===== src/hdl/sse_pkg.sv =====
// ----------------------------------------------------------------------------
// Summary statistics package
// Shared constants, job word and arithmetic unit request types.
// ----------------------------------------------------------------------------
package sse_pkg;

  localparam int MaxSamples = 4096;
  localparam int FracBits   = 16;
  localparam int AddrW      = $clog2(MaxSamples);
  localparam int CntW       = AddrW + 1;
  localparam int SumW       = 44;
  localparam int AluW       = 144;
  localparam int AluCntW    = 8;

  typedef enum logic [2:0] {
    OpMul  = 3'b001,
    OpDiv  = 3'b010,
    OpSqrt = 3'b100
  } alu_op_e;

  typedef struct packed {
    logic    start;
    alu_op_e op;
  } alu_req_t;

  typedef struct packed {
    logic [CntW-1:0]        n;
    logic signed [SumW-1:0] sum;
    logic signed [31:0]     min;
    logic signed [31:0]     max;
    logic                   ovr;
  } job_t;

endpackage


===== src/hdl/sse_queue.sv =====
// ----------------------------------------------------------------------------
// Job queue
// Two-entry queue of finished data set descriptors.
// ----------------------------------------------------------------------------
module sse_queue import sse_pkg::*; (
  input  logic clk_i,
  input  logic rst_ni,
  input  logic push_i,
  input  job_t job_i,
  input  logic pop_i,
  output job_t job_o,
  output logic full_o,
  output logic empty_o
);

  job_t       slot_q [2];
  logic       wp_q;
  logic       rp_q;
  logic [1:0] fill_q;

  assign full_o  = fill_q == 2'd2;
  assign empty_o = fill_q == 2'd0;
  assign job_o   = slot_q[rp_q];

  always_ff @(posedge clk_i or negedge rst_ni) begin
    if (!rst_ni) begin
      wp_q   <= 1'b0;
      rp_q   <= 1'b0;
      fill_q <= 2'd0;
    end else begin
      if (push_i) wp_q <= ~wp_q;
      if (pop_i) rp_q <= ~rp_q;
      fill_q <= fill_q + {1'b0, push_i} - {1'b0, pop_i};
    end
  end

  always_ff @(posedge clk_i) begin
    if (push_i) slot_q[wp_q] <= job_i;
  end

endmodule


===== config.mk =====
export PLATFORM = sky130hd
export DESIGN_NAME = sse_queue
export DESIGN_NICKNAME = d
export VERILOG_FILES = /design/src/hdl/sse_pkg.sv /design/src/hdl/sse_queue.sv
export SDC_FILE = /design/constraint.sdc
export NUM_CORES = 1
export LEC_CHECK = 0
export ABC_AREA = 0
export BUFFER_PORTS_ARGS = -buffer_cell sky130_fd_sc_hd__buf_2
export CAP_MARGIN = 30
export CORE_UTILIZATION = 45
export CTS_CLUSTER_DIAMETER = 50
export DETAILED_ROUTE_END_ITERATION = 8
export GPL_TIMING_DRIVEN = 1
export PLACE_DENSITY_LB_ADDON = 0.12
export SYNTH_ARGS = -nofsm -noshare
export SYNTH_HDL_FRONTEND = slang
export SYNTH_SLANG_ARGS = --single-unit

===== constraint.sdc =====
create_clock -name clk_i -period 6.1 [get_ports clk_i]
set_input_delay 0.61 -clock clk_i [delete_from_list [all_inputs] [get_ports clk_i]]
set_output_delay 0.61 -clock clk_i [all_outputs]
set_load 0.02 [all_outputs]

* Word-level counts from Yosys, hierarchy flattened
Memory sizes are Yosys's and may differ from the RTL's. Index checks and enable logic that the tools add are counted.
Word-level totals: output and inout bits 124, bits in writable memories 244, memories 1, register bits 4
Memories:
- slot_q | words 2, bits a word 122, read ports 1, clocked after memory_dff 0, wr ports 1, line sse_queue.sv:16 | job_t slot_q [2];
Operators by class: muxes and demuxes 2, equal/unequal tests 1, reduce and logical (&&, ||, !) cells 1, bitwise gates (word level) 2, add/sub/neg operators 2
Operators by type and width (count):
- $add 2x1->2 | 1
- $eq 2x2->1 const B | 1
- $logic_not 2->1 | 1
- $mux 1 | 2
- $not 1->1 | 2
- $sub 2x1->2 | 1

* Longest topological paths before layout
Gate-level depths: netlist (run 1).
depth in word-level cells 2, gate-level depth with buffers 5, gate-level depth less buffers 5

* Worst setup path after synthesis (run 1)
OpenSTA, ideal clock, no wires.
path kind input port to flip-flop, start point input push_i, end point memory slot_q[0][0] (netlist name) (enable), data arrival time 5.902 ns, data required time 5.481 ns, cell stages on the path 1, path slack -0.421 ns, setup time 0.619 ns, cell sequence nor2b_1
Between the ends: cells in the longest elaborated chain, start to end 2
RTL lines:
- from (decl) | line sse_queue.sv:8 | input logic push_i,
- $mux 1 | line sse_queue.sv:38 | if (push_i) slot_q[wp_q] <= job_i;
- $mux 1 (implied by the code) | line sse_queue.sv:38
- to (decl) | line sse_queue.sv:16
No other way between the ends.

==> summary.txt, run 1 <==
STA
  – Setup_tns: 0 ns
  – Fin crit share: between 40% and 50%
  – Fin. max-slew vios: 0
  – Worst slew margin: between 40% and 50%
  – Fin. Hold Viols: 0
  – Fmax achieved: around 330 MHz
  – Post-layout min period: roughly 3.0 ns
  – Final setup viols: 0
  – Worst clock skew: between 0.009 and 0.01 ns
  – Slew @ Worst Pin: approximately 0.86 ns
  – RSZ-0062 raised after global routing: false
  – Final setup margin: between 3 and 4 ns

Place
  – Placed Cells: 904
  – Place WS: approximately 3.3 ns
  – IO Port Bufs: roughly 250
  – Placer Congestion: around 0.76
  – DP Wirelength: approximately 11 mm

Logic synthesis
  – Largest family of logic cells by synthesized area: multiplexers
  – Post-synthesis adder-cell area fraction: less than 1%
  – Yosys warnings: 0
  – Register area share after synthesis: about four fifths
  – Post-synthesis compound-gate area fraction: 0%
  – Yosys reg bits: 248
  – Post-synth cell types: 14
  – Post-Syn Nets: approximately 520
  – Synth Area in Simple Gates: less than 1%
  – Mux share of post-synthesis cell area: 17.6%
  – Syn_area_per_cell: 23.5 um2
  – Post-synthesis cell area: 9290 um2
  – XOR/XNOR share of the synthesized area: 0.444%
  – Cells after Synth: slightly below 400

Clocking
  – Post-CTS sizing: 0
  – Number of buffers created by CTS: 27
  – Clk sinks: about 250
  – CTS Buffer Depth: 3
  – Worst skew pair latency: approximately 0.51 ns
  – Root buf cell: clkbuf_16
  – TritonCTS clock tree: built
  – Post-CTS Setup Inserts: 0
  – Clock-pin slew on the worst setup and hold paths: 0.06 ns
  – H-tree levels: 1

Global routing
  – Largest net degree at the start of global routing: just under 70
  – Overall routing resource usage: between 15 and 20%
  – First-pass GRT wire length: 25.3 mm
  – Initial antenna violation count: 2
  – Via count of the first global-routing pass: 4675
  – Total gr overflow: 0

Pwr
  – Post-layout power: between 5 and 6 mW
  – PD cells: 496 nW/um2
  – Leak: between 4 and 5 nW
  – Worst vdd ir: approximately 340 uV

Worst setup path
  – RR Startpoint: wp_q$_DFFE_PN0P_
  – Crit start category: flop
  – Critical path class: flop to primary output
  – R2R cell count: 2
  – Worst path slowest cell: dfrtp_4
  – CP max FO: 68
  – FF-to-FF End: slot_q[1][119]$_DFFE_PP_
  – CP Cell Sequence: buf_16 -> buf_12 -> mux2_2 -> buf_2
  – Required @ worst endpoint: 5.49 ns
  – Crit path DAT: approximately 2.4 ns
  – Slowest stage delay, CP: approximately 0.46 ns
  – Setup crit end kind: primary output
  – R2R Setup Slk: ~3.7 ns

Routing
  – Wire length per cell: roughly 17 um
  – Number of nets still failing antenna checks after routing: 0
  – Vias per Instance: between 4 and 5
  – Final wirelength: about 17 mm
  – Drt pass-1 iters: 6
  – DRC viols: 0
  – DR iter-0 viols: between 150 and 200
  – Via count: 4489

Floorplanning
  – DIE WIDTH: approximately 150 um
  – Die ar.: 21200 um2
  – Die span in y: approximately 150 um
  – Ports: 250
  – Core box area: between 20000 and 25000 um2
  – Initial Utilization: between 40% and 50%
  – Row cnt: 52

Worst hold path
  – Hold path startpoint: job_i[56]
  – Class of the worst hold path: input pin to flop
  – Hold Crit Depth: 1
  – Worst hold endpoint: slot_q[0][56]$_DFFE_PP_

Run
  – Max_cap viols: 0

Outcome
  – Status: completed

Finish
  – Layout cells sized above 1: about three fifths
  – Util after Layout: 57.9%
  – Leading cell type in the layout, fill and taps excluded: buf_2
  – Commonest non-fill, non-tap cells in the layout: buf_2 (249), edfxtp_1 (244), mux2_4 (70)
  – Area Growth Syn to Fin: 26.1%
  – Layout Nets: about 790
  – Non-Filler Instances: between 900 and 1000
[critical path, delay by kind of cell, from the launching register on]
kind,cells,cell delay [ns]
muxes,1,0.40
DFF,1,0.46
buffers and inverters,3,0.87
[per-stage QoR]
stage	hold WS [ns]	area [um2]
global route	0.251	11700
finish	0.280	11700
floorplan	0.314	9290
detailed placement	0.428	10800
global placement	0.418	10800
CTS	0.252	11700
[sequential cells by signal, summed over array words and instances, names as in the netlist]
signal	cells
fill_q	2
slot_q	244
rp_q	1
wp_q	1
[layout make-up]
class	instances	area, um2
fill	1556	8520
tap	270	338
antenna	2	5.00
clock inverter	12	141
clock buffer	36	729
sequential	248	7430
multi-input combinational	131	1740
timing repair buffer	255	1330
inverter	2	7.51
[cells in the mapped netlist]
| cell type | n | area [um2] |
|---|---|---|
| edfxtp_1 | 244 | 7330 |
| mux2_4 | 70 | 1050 |
| mux2_2 | 52 | 586 |
| buf_6 | 8 | 90.1 |
| buf_2 | 5 | 25.0 |
| dfrtp_1 | 4 | 100 |
| ha_1 | 2 | 25.0 |
| inv_1 | 2 | 7.51 |
| nor2b_1 | 2 | 12.5 |
| xor2_1 | 2 | 17.5 |
| and2_1 | 1 | 6.26 |
| buf_8 | 1 | 15.0 |
| nor2_1 | 1 | 3.75 |
| xor3_1 | 1 | 23.8 |
[logic make-up (layout without fill, tap and decap cells)]
group / after synthesis / in the layout
XOR/XNOR: 3 / 3
adder cells (fa/ha/maj): 2 / 2
buffers and inverters: 16 / 305
flip-flops: 248 / 248
multiplexers: 122 / 122
other: 0 / 2
AND/OR/NAND/NOR: 4 / 4
[power by group]
group / switching (mW) / internal [mW] / leakage, nW / total (mW)
registers: 0.0861 / 2.27 / 2.34 / 2.35
logic: 1.08 / 0.802 / 1.87 / 1.88
clock network: 0.606 / 0.963 / 0.421 / 1.57
[routing by layer]
metal / vias up / routed length [um] / GRT usage [%]
met5: - / 15 / 0
met2: 194 / 8000 / 24.5
met1: 2154 / 6770 / 19.8
met4: 2 / 248 / 4.79
li1: 2119 / - / -
met3: 20 / 1560 / 5.45
[worst max path at each step]
| stage | startpoint | to | slack [ns] | cells past startpoint |
|---|---|---|---|---|
| after floorplan | push_i | slot_q[0][0]$_DFFE_PP_ | 1.87 | 1 |
| after global placement | rp_q$_DFFE_PN0P_ | job_o[113] | 3.33 | 3 |
| after detailed placement | rp_q$_DFFE_PN0P_ | job_o[117] | 3.29 | 3 |
| after CTS | rp_q$_DFFE_PN0P_ | job_o[117] | 2.73 | 3 |
| after global routing | rp_q$_DFFE_PN0P_ | job_o[18] | 3.02 | 4 |
| final | rp_q$_DFFE_PN0P_ | job_o[114] | 3.11 | 4 |
[repair_timing]
item,CTS,global route
endpoints found under the hold margin,4,0
endpoints found under the setup margin,0,0
hold buffers,1,0
No activity file was read; power rests on OpenSTA's default activity.
==> run 2, diff against run 1 <==
--- a/config.mk
+++ b/config.mk
@@ -5,7 +5,7 @@
 export SDC_FILE = /design/constraint.sdc
 export NUM_CORES = 1
 export LEC_CHECK = 0
-export ABC_AREA = 0
+export ABC_AREA = 1
 export BUFFER_PORTS_ARGS = -buffer_cell sky130_fd_sc_hd__buf_2
 export CAP_MARGIN = 30
 export CORE_UTILIZATION = 45
==> constraint.sdc (replaced) <==
create_clock -name clk_i -period 2.9 [get_ports clk_i]
set_input_delay 0.29 -clock clk_i [delete_from_list [all_inputs] [get_ports clk_i]]
set_output_delay 0.29 -clock clk_i [all_outputs]
set_load 0.02 [all_outputs]
==> run 2 against run 1 <==
Sequential cell count is the same. Clock power is 100% higher. Total power rose by 110%. Global-route usage increased by 3.1 points. Critical path depth stayed put. Cell count grew 40%. Utilization is 6.0 points higher. Cell area grew 10%. Hold slack lost 0.11 ns. Highest routed layer is now met4. Setup slack worse by 2.7 ns. Critical path type unchanged.
==> summary.txt, run 2 <==
Clocking
  – Number of buffers created by CTS: 28 (+3.7%)
  – Clock-pin slew on the worst setup and hold paths: 0.05 ns (about the same)
  – TritonCTS clock tree: built
  – H-tree levels: 1 (unchanged)
  – Worst skew pair latency: 0.52 ns (about the same)
  – Clk sinks: 248 (unchanged)
  – CTS Buffer Depth: 3 (unchanged)
  – Root buf cell: clkbuf_16

Routing
  – Wire length per cell: 14.5 um (-16%)
  – Drt pass-1 iters: 4 (-2)
  – Met3 WL: 1.37 mm (-12%)
  – DR iter-0 viols: 305 (+72%)
  – Final wirelength: 19.5 mm (+17%)
  – Vias per Instance: 4.54 (-3.4%)
  – DR top layer: met4
  – DRC viols: 0 (unchanged)
  – Met2 routed WL: 10.1 mm (+26%)
  – Number of nets still failing antenna checks after routing: 0 (unchanged)
  – Via count: 6083 (+36%)
  – M1 WL: 7.63 mm (+13%)

Worst setup path
  – Crit start category: flop
  – Delay-heaviest family, CP: flip-flops
  – FF-to-FF End: slot_q[1][77]$_DFFE_PP_
  – Worst path slowest cell: dfrtp_4
  – Setup crit end kind: primary output
  – Crit path launch: rp_q$_DFFE_PN0P_
  – Worst setup path end: job_o[89]
  – R2R cell count: 3 (+1)
  – Slowest stage delay, CP: 0.79 ns (+0.33 ns)
  – Crit path DAT: 2.16 ns (-0.22 ns)
  – CP Cell Sequence: buf_12 -> nand2_1 -> o21ai_0 -> buf_2
  – RR Startpoint: wp_q$_DFFE_PN0P_
  – Buf/Inv on CP: 2 (-1)
  – Critical Path Stages: 4 (unchanged)
  – CP max FO: 90 (+32%)
  – R2R Setup Slk: 1.05 ns (-2.64 ns)
  – Required @ worst endpoint: 2.61 ns (-2.88 ns)
  – Critical path class: flop to primary output

Logic synthesis
  – Top cell types by occurrence after synthesis: edfxtp_1 (244), inv_1 (129), nand2_1 (128)
  – Post-synth cell types: 14 (unchanged)
  – Post-synthesis cell area: 9220 um2 (-0.71%)
  – Syn_area_per_cell: 13.9 um2 (-41%)
  – EDFF count, synth: 244 (unchanged)
  – Register area share after synthesis: 80.5% (+0.57 points)
  – Largest cells by area after synthesis: edfxtp_1 (79%), o21ai_0 (5.9%), inv_1 (5.2%), nand2_1 (5.2%), dfrtp_1 (1.1%)
  – Share of the synthesized area in the top cell type: 79.4% (+0.57 points)
  – Post-synth ARST share: 1.61% (unchanged)
  – Cell taking the most area after synthesis: edfxtp_1
  – Top-count cell post-synth: edfxtp_1
  – Yosys warnings: 0 (unchanged)
  – Post-Syn Nets: 790 (+51%)
  – Cells after Synth: 662 (+68%)
  – Yosys reg bits: 248 (unchanged)
  – Synth Flop Type: edfxtp_1

STA
  – Slew @ Worst Pin: 0.699 ns (-0.158 ns)
  – Worst slew margin: 53.3% (+10 points)
  – WHS: 0.169 ns (-0.111 ns)
  – Fin. max-slew vios: 0 (unchanged)
  – Setup_tns: 0 ns (unchanged)
  – RSZ-0062 raised after global routing: false
  – Fin. Hold Viols: 0 (unchanged)
  – Worst clock skew: 0.0143 ns (+0.00519 ns)
  – Fin crit share: approximately 84%
  – Fmax achieved: just over 400 MHz
  – Post-layout min period: 2.45 ns
  – Final setup viols: 0 (unchanged)

Finish
  – # fillers: 1537 (-1.2%)
  – Area Growth Syn to Fin: 39.7%
  – Regs by FF count: slot_q x244, fill_q x2
  – Commonest non-fill, non-tap cells in the layout: buf_2 (249), edfxtp_1 (244), inv_1 (128), nand2_1 (128), dlygate4sd3_1 (125)
  – Top reg by flops: slot_q
  – Leading cell type in the layout, fill and taps excluded: buf_2
  – Layout cells sized above 1: 28.0% (-33 points)
  – Diode count: 0 (-2)
  – Sequential cell area: 7430 um2 (unchanged)
  – Max reg flops: 244 (unchanged)
  – Area of the multi-input gates: 1160 um2 (-33%)
  – Layout Nets: 1177 (+48%)

Run
  – Max_cap viols: 0 (unchanged)

Pwr
  – Leak: 5.50 nW (+19%)
  – Flop pwr share: 41.4% (+0.8 points)
  – Psw: 4.35 mW (+150%)
  – Internal power: 7.82 mW (+94%)
  – Worst vdd ir: 570 uV (+68%)
  – Clock share of power: 25.9% (-1.1 points)
  – PD cells: 944 nW/um2 (+91%)
  – Sw frac: 35.7% (+5.2 points)
  – Combinational Power Share: 32.6% (+0.2 points)

Floorplanning
  – Die ar.: 21100 um2 (-0.70%)
  – Die span in y: 145 um (-0.35%)
  – DIE WIDTH: 145 um (-0.35%)
  – Row cnt: 52 (unchanged)
  – Initial Utilization: 45.7% (-0.18 points)
  – Ports: 250 (unchanged)
  – Core box area: 20200 um2 (-0.32%)

Global routing
  – Overall routing resource usage: 18.5% (+3.1 points)
  – Via count of the first global-routing pass: 6520 (+39%)
  – First-pass GRT wire length: 31.1 mm (+23%)
  – Initial antenna violation count: 0 (-2)
  – Largest net degree at the start of global routing: 91 (+32%)
  – Total gr overflow: 0 (unchanged)

Worst hold path
  – Class of the worst hold path: input pin to async pin

Place
  – DP Wirelength: 11.8 mm (+9.7%)
  – Placer Congestion: 0.752 (-0.63%)
  – IO Port Bufs: 249 (unchanged)

Outcome
  – Status: completed
## run 2: worst min-delay path by stage
stage               cells past startpoint  startpoint  slack (ns)             endpoint
global route                            2      rst_ni        0.16     rp_q$_DFFE_PN0P_
floorplan                               0      rst_ni      -0.006  fill_q[0]$_DFF_PN0_
detailed placement                      1      rst_ni        0.10  fill_q[1]$_DFF_PN0_
CTS                                     2      rst_ni        0.13     rp_q$_DFFE_PN0P_
global placement                        1      rst_ni         0.1  fill_q[1]$_DFF_PN0_
finish                                  2      rst_ni        0.17     rp_q$_DFFE_PN0P_
## run 2: per-stage QoR
| stage | setup WS, ns | total power [mW] | instance area [um2] | util, % | instances |
|---|---|---|---|---|---|
| after floorplan | 0.195 | 7.60 | 9240 | - | 662 |
| after global placement | 1.01 | 8.90 | 10800 | 53.5 | 1164 |
| after detailed placement | 0.989 | 8.97 | 10800 | 53.5 | 1164 |
| after CTS | 0.425 | 12.3 | 12900 | 63.9 | 1341 |
| after global routing | 0.295 | 12.8 | 12900 | 63.9 | 1341 |
| final | 0.452 | 12.2 | 12900 | 63.9 | 1341 |
## run 2: cell families (layout without fill, tap and decap cells)
group                      count (synthesis)  after routing  share of synthesized area [%]
AOI/OAI and AO/OA                        122            122                           6.62
xor gates and xnor gates                   2              2                          0.190
adders and majority gates                  2              2                          0.271
and+or+nand+nor                          132            132                           5.39
DFF                                      248            248                           80.5
buffers and inverters                    156            565                           7.01
## run 2: power groups by stage
stage | sequential [mW] | combinational (mW) | clock [mW]
floorplan | 4.99 | 2.61 | 0
global placement | 5.09 | 3.81 | 0
detailed placement | 5.12 | 3.85 | 0
CTS | 5.05 | 4.00 | 3.24
global route | 5.12 | 4.32 | 3.37
finish | 5.04 | 3.97 | 3.16
## run 2: final cells by class
class,instances,share of cell area [%]
sequential,248,57.6
timing repair buffer,384,20.4
multi-input combinational,258,8.98
clock buffer,36,5.83
inverter,129,3.79
tap,270,2.62
clock inverter,16,0.689
## run 2: repair_timing
item / 4_1_cts / 5_1_grt
gates resized for setup: 0 / 0
hold buffers: 125 / 0
endpoints found under the hold margin: 250 / 0
setup buffers: 0 / 0
## run 2: worst reg2reg max path, stage by stage (launching register included)
cell and delay, ns:
dfrtp_1 0.42, nand2_1 0.13, clkinvlp_4 0.58, buf_12 0.43
## run 2: layer usage
metal  vias up  global-route usage, %
met2       204                   34.7
met3        33                   5.16
met4         0                   5.11
met1      2835                   20.3
li1       3011                      -
met5         -                      0
==> run 3, diff against run 2 <==
==> constraint.sdc (replaced) <==
create_clock -name clk_i -period 2.3 [get_ports clk_i]
set_input_delay 0.23 -clock clk_i [delete_from_list [all_inputs] [get_ports clk_i]]
set_output_delay 0.23 -clock clk_i [all_outputs]
set_load 0.02 [all_outputs]
==> run 3 against run 2 <==
Clock-buffer cell count is 3 lower. Sequential power is 24% higher. Clock skew is 0.0049 ns lower. Non-clock buffer count is 2 lower.
==> summary.txt, run 3 (same netlist as run 2, synthesis figures left out) <==
Routing
  – Number of nets still failing antenna checks after routing: 0 (unchanged)
  – Wire length per cell: 13.8 um (-4.7%)
  – Vias per Instance: 4.50 (-0.71%)
  – Final wirelength: 18.5 mm (-5.2%)
  – DRC viols: 0 (unchanged)
  – Via count: 6008 (-1.2%)
  – DR iter-0 viols: 275 (-9.8%)
  – Drt pass-1 iters: 5 (+1)

Run
  – Max_cap viols: 0 (unchanged)

Clocking
  – TritonCTS clock tree: built
  – Number of buffers created by CTS: 27 (-3.6%)
  – Clock-pin slew on the worst setup and hold paths: 0.06 ns (about the same)
  – Worst skew pair latency: 0.51 ns (about the same)
  – CTS Buffer Depth: 3 (unchanged)
  – Root buf cell: clkbuf_16
  – Clk sinks: 248 (unchanged)
  – H-tree levels: 1 (unchanged)

Pwr
  – Worst vdd ir: 915 uV (+61%)
  – Flop pwr share: 41.4% (about the same)
  – Clock share of power: 24.8% (-1.1 points)
  – Internal power: 9.67 mW (+24%)
  – Leak: 5.45 nW (-0.96%)
  – Combinational Power Share: 33.9% (+1.3 points)
  – Post-layout power: 15.1 mW (+24%)
  – PD cells: 1180 nW/um2 (+25%)
  – Psw: 5.38 mW (+24%)
  – Sw frac: 35.7% (about the same)

STA
  – Fin. Hold Viols: 0 (unchanged)
  – Fin. max-slew vios: 0 (unchanged)
  – Worst slew margin: 53.2% (-0.054 points)
  – RSZ-0062 raised after global routing: false
  – Fmax achieved: approximately 490 MHz
  – Worst clock skew: 0.00935 ns (-0.00492 ns)
  – Post-layout min period: 2.04 ns
  – Slew @ Worst Pin: 0.702 ns (+0.00229 ns)
  – Final setup margin: 0.256 ns (-0.196 ns)
  – Final setup viols: 0 (unchanged)
  – Fin crit share: 88.9%

Place
  – IO Port Bufs: 249 (unchanged)
  – Place WS: 0.632 ns (-0.357 ns)
  – Placer Congestion: 0.765 (+1.7%)
  – DP Wirelength: 11.3 mm (-4.6%)

Finish
  – Diode count: 0 (unchanged)
  – Top reg by flops: slot_q
  – Util after Layout: 63.5% (-0.45 points)
  – Layout Nets: 1174 (-0.25%)
  – Layout cells sized above 1: 27.6% (-0.38 points)
  – Leading cell type in the layout, fill and taps excluded: buf_2
  – Max reg flops: 244 (unchanged)
  – Regs by FF count: slot_q x244, fill_q x2
  – Commonest non-fill, non-tap cells in the layout: buf_2 (249), edfxtp_1 (244), inv_1 (128)
  – Area Growth Syn to Fin: 38.8%

Global routing
  – First-pass GRT wire length: 29.8 mm (-4.1%)
  – Total gr overflow: 0 (unchanged)
  – Overall routing resource usage: 17.6% (-0.84 points)
  – Initial antenna violation count: 0 (unchanged)
  – Largest net degree at the start of global routing: 94 (+3.3%)
  – Via count of the first global-routing pass: 6251 (-4.1%)

Worst setup path
  – Setup crit end kind: primary output
  – Crit path DAT: 1.81 ns (-0.35 ns)
  – CP max FO: 70 (-22%)
  – Critical path class: flop to primary output
  – Crit start category: flop
  – Required @ worst endpoint: 2.07 ns (-0.54 ns)

Floorplanning
  – Die ar.: 21100 um2 (unchanged)
  – DIE WIDTH: 145 um (unchanged)
  – Initial Utilization: 45.7% (unchanged)
  – Die span in y: 145 um (unchanged)
  – Row cnt: 52 (unchanged)
  – Core box area: 20200 um2 (unchanged)
  – Ports: 250 (unchanged)

Worst hold path
  – Class of the worst hold path: input pin to async pin

Outcome
  – Status: completed
-- run 3: timing repair --
action,CTS,global route
gates resized for setup,0,1
endpoints found under the setup margin,0,7
hold buffers,125,0
endpoints found under the hold margin,250,0
setup buffers,0,0
-- run 3: area by class of cell --
| class | count | area (um2) |
|---|---|---|
| clock buffer | 33 | 698 |
| clock inverter | 14 | 72.6 |
| fill | 1544 | 7370 |
| inverter | 129 | 488 |
| multi-input combinational | 258 | 1160 |
| sequential | 248 | 7430 |
| tap | 270 | 338 |
| timing repair buffer | 382 | 2610 |
-- run 3: path summary, 6_finish.rpt --
| kind | cells past startpoint | to | slack (ns) | start |
|---|---|---|---|---|
| worst max-delay path | 3 | job_o[68] | 0.26 | rp_q$_DFFE_PN0P_ |
| worst min-delay path | 2 | wp_q$_DFFE_PN0P_ | 0.11 | rst_ni |
| worst max register to register | 3 | slot_q[1][93]$_DFFE_PP_ | 0.72 | wp_q$_DFFE_PN0P_ |
| worst min register to register | 1 | wp_q$_DFFE_PN0P_ | 0.57 | wp_q$_DFFE_PN0P_ |
| max in group asynchronous | 2 | rp_q$_DFFE_PN0P_ | 2.04 | rst_ni |
| min in group clk_i | 2 | slot_q[1][61]$_DFFE_PP_ | 0.44 | job_i[61] |
-- run 3: per-layer routing --
metal | track usage (%) | vias to the layer above | wire length (um)
met4 | 5.42 | 0 | 316
li1 | - | 3001 | -
met5 | 0 | - | 0
met3 | 5.06 | 24 | 1370
met2 | 31.9 | 177 | 9420
met1 | 20.2 | 2806 | 7370
-- run 3: stage by stage --
stage               setup TNS, ns  area, um2  hold WS, ns  instances
CTS                             0      12800       0.0675       1334
global route                    0      12800       0.0892       1334
finish                          0      12800        0.110       1334
detailed placement              0      10800       0.0466       1162
floorplan                  -89.74       9240      -0.0656        662
global placement                0      10800       0.0450       1162
-- run 3: power groups by stage --
stage | combinational, mW | clock [mW] | sequential (mW)
after global routing | 5.58 | 4.01 | 6.30
final | 5.10 | 3.73 | 6.23
after global placement | 4.92 | 0 | 6.29
after CTS | 5.16 | 3.84 | 6.23
after detailed placement | 4.98 | 0 | 6.32
after floorplan | 3.28 | 0 | 6.30
-- run 3: critical path: stages, from the launching register on --
cell and delay, ns:
dfrtp_4 0.52, buf_6 0.25, o21ai_0 0.30, buf_2 0.22
